--- src/hdl/mgv_pkg.sv ---
// ----------------------------------------------------------------------------
// mgv_pkg: shared types and helpers for the masked gate verifier
// Transaction payload structs, per-slot storage word and the carry-mask
// prefix-XOR function.
// ----------------------------------------------------------------------------
package mgv_pkg;

  localparam int WordBits   = 32;
  localparam int GateBits   = 16;
  localparam int CfgBits    = 2;
  localparam int PartiesDef = 3;

  typedef logic [WordBits-1:0] word_t;

  // Input transaction: one revealed party slot
  typedef struct packed {
    logic  func;
    word_t x_pub;
    word_t y_pub;
    word_t x_mask;
    word_t y_mask;
    word_t mask_rand;
    word_t prod_rand;
    word_t hidden_msg;
    word_t correction;
    logic  last_slot;
  } item_t;

  // Output transaction: one result per stored slot
  typedef struct packed {
    word_t               slot_broadcast;
    word_t               out_mask;
    word_t               out_pub;
    logic [GateBits-1:0] gate_index;
    logic                slot_index;
    logic                last_result;
  } result_t;

  // Words kept per slot
  typedef struct packed {
    word_t x_mask;
    word_t y_mask;
    word_t lambda;
    word_t product;
  } slot_word_t;

  // Carry masks: bit i is the XOR of bits 0..i-1 of w
  function automatic word_t carry_mask(word_t w);
    word_t v;
    v = w;
    for (int k = 1; k < WordBits; k = k * 2) begin
      v = v ^ (v << k);
    end
    return v << 1;
  endfunction

endpackage

--- src/hdl/masked_gate_verify_unit.sv ---
// ----------------------------------------------------------------------------
// masked_gate_verify_unit: verifier for one masked 32-bit AND / ADD gate
// Stores the revealed slots of a gate, rebuilds the public carry word
// bit-serially for ADD, then emits one result per stored slot.
// ----------------------------------------------------------------------------
// Usage and timing: send one transaction per revealed slot, last_slot set on
// the final one; at most PARTIES-1 slots are stored per gate, extra slot data
// is dropped. Non-last transactions are taken without stall. The last one
// closes the gate: for ADD a bit-serial carry engine walks all 32 bits of the
// public words one bit per cycle, then the slot memory is read back one slot
// at a time through its single registered read port (read state S_RD, then
// emit state S_EMIT, which waits while the output is stalled). item_stall is
// high from the last transaction until the final result has been loaded into
// the output register; that register then waits for the consumer while the
// next gate already loads. hidden_party may only be written while idle.
// ----------------------------------------------------------------------------
module masked_gate_verify_unit #(
  parameter int PARTIES = mgv_pkg::PartiesDef
) (
  input  logic                        clk,
  input  logic                        rst,
  input  logic                        cfg_wr_en,
  input  logic [mgv_pkg::CfgBits-1:0] cfg_wr_data,
  input  logic                        item_valid,
  output logic                        item_stall,
  input  mgv_pkg::item_t              item,
  output logic                        result_valid,
  input  logic                        result_stall,
  output mgv_pkg::result_t            result
);

  localparam int NSlots  = PARTIES - 1;
  localparam int CntW    = $clog2(PARTIES);
  localparam int IdxW    = (NSlots > 1) ? $clog2(NSlots) : 1;
  localparam int BitCntW = $clog2(mgv_pkg::WordBits);

  localparam logic [CntW-1:0]    SlotMax = CntW'(NSlots);
  localparam logic [BitCntW-1:0] LastBit = BitCntW'(mgv_pkg::WordBits - 1);

  // FSM codes
  localparam logic [1:0] S_LOAD  = 2'd0;  // taking slot transactions
  localparam logic [1:0] S_CARRY = 2'd1;  // serial carry rebuild (ADD)
  localparam logic [1:0] S_RD    = 2'd2;  // slot memory read issued
  localparam logic [1:0] S_EMIT  = 2'd3;  // result formed, waiting for output register

  logic [1:0] state;

  // Configuration
  logic [mgv_pkg::CfgBits-1:0] hidden_party;
  logic                        p0_rev;

  // Gate bookkeeping
  logic [CntW-1:0]              slot_count;
  logic [CntW-1:0]              emit_idx;
  logic [mgv_pkg::GateBits-1:0] gate_counter;

  // Per-gate public words, captured from the last transaction.
  // They rotate through the carry engine and are back in place when it ends.
  mgv_pkg::word_t xh, yh, hmsg, corr;
  logic           func_q;

  // XOR of all stored slot words, loaded by the first slot of a gate
  mgv_pkg::word_t acc_x, acc_y, acc_p, acc_l;

  // Carry engine
  logic [BitCntW-1:0] bit_cnt;
  logic               c_bit;   // public carry at the current bit
  logic               cm_bit;  // running prefix XOR of summed lambda
  mgv_pkg::word_t     chat;    // rebuilt carry word, filled from the top

  // Slot memory
  mgv_pkg::slot_word_t slot_mem [NSlots];
  mgv_pkg::slot_word_t rd_word;

  logic item_acc;
  logic store_slot;
  logic first_slot;
  logic out_load;
  logic last_res;

  assign p0_rev     = (hidden_party != '0);
  assign item_stall = (state != S_LOAD);
  assign item_acc   = item_valid && !item_stall;
  assign store_slot = item_acc && (slot_count < SlotMax);
  assign first_slot = (slot_count == '0);
  assign out_load   = (state == S_EMIT) && (!result_valid || !result_stall);
  assign last_res   = ((emit_idx + CntW'(1)) == slot_count);

  // ---- serial carry step: one bit of every word per cycle ----
  logic pb, qb, sxb, syb, sr, rb;

  always_comb begin
    pb  = xh[0] ^ c_bit;
    qb  = yh[0] ^ c_bit;
    sxb = acc_x[0] ^ cm_bit;
    syb = acc_y[0] ^ cm_bit;
    sr  = (pb & syb) ^ (qb & sxb) ^ acc_p[0] ^ acc_l[0]
        ^ (p0_rev & ((pb & qb) ^ corr[0]));
    rb  = hmsg[0] ^ sr;
  end

  // ---- per-slot result from the registered memory word ----
  mgv_pkg::word_t cm, ph, qh, s_word, om_word, pub_word, fix_word;

  always_comb begin
    cm       = func_q ? mgv_pkg::carry_mask(rd_word.lambda) : '0;
    ph       = xh ^ (func_q ? chat : '0);
    qh       = yh ^ (func_q ? chat : '0);
    // party 0 term only on slot 0 when party 0 is revealed
    fix_word = ((emit_idx == '0) && p0_rev) ? ((ph & qh) ^ corr) : '0;
    s_word   = (ph & (rd_word.y_mask ^ cm)) ^ (qh & (rd_word.x_mask ^ cm))
             ^ rd_word.product ^ rd_word.lambda ^ fix_word;
    om_word  = func_q ? (rd_word.x_mask ^ rd_word.y_mask ^ cm) : rd_word.lambda;
    // AND output is hidden_msg XOR all slot broadcasts, folded over the sums
    pub_word = func_q ? (xh ^ yh ^ chat)
             : (hmsg ^ (xh & acc_y) ^ (yh & acc_x) ^ acc_p ^ acc_l
                ^ (p0_rev ? ((xh & yh) ^ corr) : '0));
  end

  // ---- control ----
  always_ff @(posedge clk) begin
    if (rst) begin
      state        <= S_LOAD;
      hidden_party <= '0;
      slot_count   <= '0;
      gate_counter <= '0;
      emit_idx     <= '0;
      bit_cnt      <= '0;
    end else begin
      if (cfg_wr_en) begin
        hidden_party <= cfg_wr_data;
      end
      unique case (state)
        S_LOAD: begin
          if (store_slot) begin
            slot_count <= slot_count + CntW'(1);
          end
          if (item_acc && item.last_slot) begin
            emit_idx <= '0;
            bit_cnt  <= '0;
            state    <= item.func ? S_CARRY : S_RD;
          end
        end
        S_CARRY: begin
          bit_cnt <= bit_cnt + BitCntW'(1);
          if (bit_cnt == LastBit) begin
            state <= S_RD;
          end
        end
        S_RD: begin
          state <= S_EMIT;
        end
        S_EMIT: begin
          if (out_load) begin
            if (last_res) begin
              slot_count   <= '0;
              gate_counter <= gate_counter + mgv_pkg::GateBits'(1);
              state        <= S_LOAD;
            end else begin
              emit_idx <= emit_idx + CntW'(1);
              state    <= S_RD;
            end
          end
        end
        default: state <= S_LOAD;
      endcase
    end
  end

  // ---- datapath ----
  always_ff @(posedge clk) begin
    if (store_slot) begin
      acc_x <= item.x_mask    ^ (first_slot ? '0 : acc_x);
      acc_y <= item.y_mask    ^ (first_slot ? '0 : acc_y);
      acc_p <= item.prod_rand ^ (first_slot ? '0 : acc_p);
      acc_l <= item.mask_rand ^ (first_slot ? '0 : acc_l);
    end else if (state == S_CARRY) begin
      acc_x <= {acc_x[0], acc_x[mgv_pkg::WordBits-1:1]};
      acc_y <= {acc_y[0], acc_y[mgv_pkg::WordBits-1:1]};
      acc_p <= {acc_p[0], acc_p[mgv_pkg::WordBits-1:1]};
      acc_l <= {acc_l[0], acc_l[mgv_pkg::WordBits-1:1]};
    end

    if (item_acc && item.last_slot) begin
      func_q <= item.func;
      xh     <= item.x_pub;
      yh     <= item.y_pub;
      hmsg   <= item.hidden_msg;
      corr   <= item.correction;
      c_bit  <= 1'b0;
      cm_bit <= 1'b0;
    end else if (state == S_CARRY) begin
      xh     <= {xh[0], xh[mgv_pkg::WordBits-1:1]};
      yh     <= {yh[0], yh[mgv_pkg::WordBits-1:1]};
      hmsg   <= {hmsg[0], hmsg[mgv_pkg::WordBits-1:1]};
      corr   <= {corr[0], corr[mgv_pkg::WordBits-1:1]};
      // chat bit b lands at position b once the walk is done; bit 0 stays zero
      chat   <= {c_bit, chat[mgv_pkg::WordBits-1:1]};
      c_bit  <= c_bit ^ rb;
      cm_bit <= cm_bit ^ acc_l[0];
    end
  end

  // ---- slot memory: one write port, one registered read port ----
  always_ff @(posedge clk) begin
    if (store_slot) begin
      slot_mem[slot_count[IdxW-1:0]] <= '{x_mask:  item.x_mask,
                                          y_mask:  item.y_mask,
                                          lambda:  item.mask_rand,
                                          product: item.prod_rand};
    end
    rd_word <= slot_mem[emit_idx[IdxW-1:0]];
  end

  // ---- output register ----
  always_ff @(posedge clk) begin
    if (rst) begin
      result_valid <= 1'b0;
    end else if (out_load) begin
      result_valid <= 1'b1;
    end else if (!result_stall) begin
      result_valid <= 1'b0;
    end
  end

  always_ff @(posedge clk) begin
    if (out_load) begin
      result.slot_broadcast <= s_word;
      result.out_mask       <= om_word;
      result.out_pub        <= pub_word;
      result.gate_index     <= gate_counter;
      result.slot_index     <= emit_idx[0];
      result.last_result    <= last_res;
    end
  end

  // ---- assertions ----
  a_slot_bound: assert property (@(posedge clk) disable iff (rst)
    slot_count <= SlotMax)
    else $error("slot count above slot capacity");

  a_emit_in_range: assert property (@(posedge clk) disable iff (rst)
    (state == S_RD || state == S_EMIT) |-> (emit_idx < slot_count))
    else $error("emission index past stored slots");

  a_add_enters_carry: assert property (@(posedge clk) disable iff (rst)
    (item_acc && item.last_slot && item.func) |=> (state == S_CARRY))
    else $error("ADD gate skipped carry rebuild");

  a_gate_advance: assert property (@(posedge clk) disable iff (rst)
    (out_load && last_res) |=>
      (gate_counter == mgv_pkg::GateBits'($past(gate_counter) + 1'b1))
      && (slot_count == '0))
    else $error("gate end did not advance gate counter");

  a_stall_in_gate: assert property (@(posedge clk) disable iff (rst)
    (item_acc && item.last_slot) |=> item_stall)
    else $error("new transaction taken while gate still in work");

endmodule

--- config.mk ---
export PLATFORM = sky130hd
export DESIGN_NAME = masked_gate_verify_unit
export DESIGN_NICKNAME = d
export VERILOG_FILES = /design/src/hdl/mgv_pkg.sv /design/src/hdl/masked_gate_verify_unit.sv
export SDC_FILE = /design/constraint.sdc
export NUM_CORES = 2
export LEC_CHECK = 0
export BUFFER_PORTS_ARGS = -buffer_cell sky130_fd_sc_hd__buf_2
export CAP_MARGIN = 10
export CORE_UTILIZATION = 44
export CTS_CLUSTER_SIZE = 24
export DETAILED_ROUTE_END_ITERATION = 7
export PLACE_DENSITY = 0.6
export SLEW_MARGIN = 20
export SYNTH_ARGS = -nofsm -noshare
export SYNTH_HDL_FRONTEND = slang
export SYNTH_SLANG_ARGS = --single-unit
--- constraint.sdc ---
create_clock -name clk -period 11.1 [get_ports clk]
set_clock_uncertainty 0.15 [all_clocks]
set_input_delay 1.11 -clock clk [delete_from_list [all_inputs] [get_ports clk]]
set_output_delay 1.11 -clock clk [all_outputs]
set_load 0.03 [all_outputs]
==> results.json <==
{
  "dr.pass1.iters": 6,
  "maxSlewViolCount": 0,
  "cts_setup_buffers": 0,
  "ant_nets": 0,
  "synth.largest_area_cell": "edfxtp_1",
  "criticalPathCategory": "register to register",
  "start_util_pct": 44.3,
  "globalplace.congestion": 0.815,
  "cts_inserted_buffers": 93,
  "die_w_um": 303,
  "ys.flop_type": "edfxtp_1",
  "p_total_mw": 13.5,
  "synth-edff-count": 659,
  "grt.busiest_layer": "met2",
  "grtUsageTotal_pct": 23.3,
  "cts_tree": "built",
  "viasPerCell": 5.23,
  "synthArstFlopShare_pct": 0,
  "grt_use_met1_pct": 31.0,
  "cts_buffer_depth": 3,
  "grt_max_degree": 157,
  "rows": 110,
  "crit_fanout": 90,
  "cts_root_buffer": "clkbuf_16",
  "synthTopCellsByArea": "edfxtp_1 (50%), xnor2_1 (12%), dfxtp_1 (8.0%), nand2_1 (6.4%), mux2_2 (4.1%)",
  "vias": 26400,
  "hp-class": "register to register",
  "ys_top_cells_by_count": "nand2_1 (677), edfxtp_1 (659), xnor2_1 (538), o21ai_0 (217), dfxtp_1 (160)",
  "ir_drop_mv": 0.176,
  "maxCapViolations": 0,
  "post-dp-hpwl_um": 71100,
  "worst_slew_pin_slew_ps": 1090,
  "use_met2_pct": 38.8,
  "synth_top_area_share_pct": 49.7,
  "r2r_end": "hmsg[13]",
  "insertion_delay_ps": 680,
  "grt_pass1_vias": 25300,
  "clk_pin_slew_ps": 60,
  "pwr-share-seq_pct": 35.4,
  "drive_above_1_share_pct": 19.1,
  "startpoint": "state[1]",
  "finalHoldViolCount": 0,
  "start_kind": "register",
  "fillers": 7943,
  "yosysMostFrequentCell": "nand2_1",
  "clock_sinks": 819,
  "p_int_mw": 8.68,
  "critical_path_required_ps": 11240,
  "rrSetupSlack_ps": 6590,
  "crit_path_end_kind": "register",
  "utilization_pct": 51.4,
  "antenna_found_initial": 14,
  "synth_warnings": 0,
  "switching_power_mw": 4.86,
  "switching_share_pct": 35.9,
  "r2r.worst_path.cells": 6,
  "first_iter_violations": 1982,
  "die_area_um2": 91800,
  "io_buffers": 380,
  "synth_cell_types": 67,
  "seq_area_frac_synth_pct": 57.7,
  "io_pins": 381,
  "cp.arrival_ps": 4650,
  "wl_um": 108000,
  "fin_crit_sh_pct": 40.6,
  "drc": 0,
  "syn-num-nets": 3748,
  "cts_htree_levels": 3,
  "core_um2": 89900,
  "routedWlPerCell_um": 21.4,
  "dp_worst_setup_slack_ps": 6210,
  "netlist_instances": 3446,
  "use_met3_pct": 4.12,
  "area_growth_pct": 15.9,
  "worst_slack_ps": 6590,
  "p_leak_nw": 16.9,
  "clock.fmax_mhz": 222,
  "synth.ff_latch_count": 819,
  "grt_pass1_wl_um": 159000,
  "num-nets-final": 4087,
  "netlist_area_um2": 39900,
  "combPwrFrac_pct": 40.5,
  "synth_area_per_cell_um2": 11.6,
  "r2r-start": "state[1]",
  "rsz0062_at_grt": "no",
  "p_per_area_nw_per_um2": 293,
  "grt_overflow": 0,
  "dieHeight_um": 303,
  "run_status": "completed",
  "clock_power_share_pct": 24.0,
  "endpoint": "hmsg[13]",
  "cts_hold_buf": 0,
  "maxSlewHeadroom_pct": 27.7,
  "cts_resized": 0,
  "min_period_ps": 4510,
  "setup_viol_count_final": 0,
  "tns_ps": 0
}
-- state kept, by name, summed over array words and instances (netlist names), 5 cells and up --
signal        cells
acc_l            32
acc_p            32
acc_x            32
acc_y            32
bit_cnt           5
chat             32
corr             32
gate_counter     16
hmsg             32
rd_word         128
result          114
slot_mem        256
xh               32
yh               32
-- cell usage in the layout (no fill, tap or decap), types with 27 or more instances in the layout --
cell,n
xnor2_1,538
edfxtp_1,659
nor2b_1,139
nand2_1,676
mux2_2,145
o21ai_0,217
nand3_1,33
a21oi_1,85
buf_2,380
xor2_1,123
inv_1,38
dfxtp_1,159
nor3_1,27
clkbuf_16,97
nor2_1,143
ha_1,36
a32oi_1,34
-- power by group through the flow --
stage          clock, mW  combinational (mW)  sequential (mW)
6_report            3.26                5.48             4.80
5_1_grt             3.43                6.00             4.87
4_1_cts             3.32                5.53             4.80
3_5_place_dp           0                5.49             4.85
3_3_place_gp           0                5.42             4.86
2_1_floorplan          0                4.34             4.71
-- metal layers --
| metal | vias to the layer above | share of wire [%] |
|---|---|---|
| li1 | 12600 | - |
| met1 | 12800 | 43 |
| met2 | 781 | 48 |
| met3 | 164 | 6.3 |
| met4 | 10 | 2.5 |
| met5 | - | 0.056 |
-- stage by stage --
step                hold slack, ps  std cells  instance area (µm²)
floorplan                      256       3446                39900
global placement               287       4866                42900
detailed placement             292       4866                42900
CTS                            304       5041                46200
global route                   327       5045                46200
finish                         302       5048                46200
-- area by class of cell --
type	count	area (µm²)	area share, %
Antenna cell	7	17.5	0.0379
Clock buffer	121	2630	5.69
Clock inverter	54	628	1.36
Inverter	41	164	0.355
Multi-Input combinational cell	2427	16200	35.0
Sequential cell	819	23000	49.8
Tap cell	1176	1470	3.19
Timing Repair Buffer	403	2120	4.58
-- critical path: stages, from the launching register on --
cell	delay, ps
dfxtp_1	340
nor2_1	550
nand3_4	540
inv_6	770
nor2_1	220
inv_6	580
buf_4	780
-- kinds of logic (layout without fill, tap and decap cells) --
logic type	Yosys count	count (layout)	share of synthesized area (%)
other	0	7	0
flip-flops	819	819	57.7
multiplexers	157	157	4.40
buffers and inverters	200	619	1.96
adder cells (fa/ha/maj)	37	37	1.16
AND/OR/NAND/NOR	1110	1110	12.2
AO/OA/AOI/OAI	434	434	6.43
XOR/XNOR	689	689	16.2
-- worst min-delay path by stage --
stage / slack, ps / start / end / cells past startpoint
after global placement: 290 / gate_counter[15] / result[17] / 0
final: 300 / emit_idx[1] / emit_idx[1] / 2
after floorplan: 260 / emit_idx[0] / result[1] / 0
after detailed placement: 290 / gate_counter[15] / result[17] / 0
after global routing: 330 / slot_mem[0][58] / rd_word[58] / 1
after CTS: 300 / emit_idx[1] / emit_idx[1] / 2
Note: power is estimated with default switching activity, not from simulation.
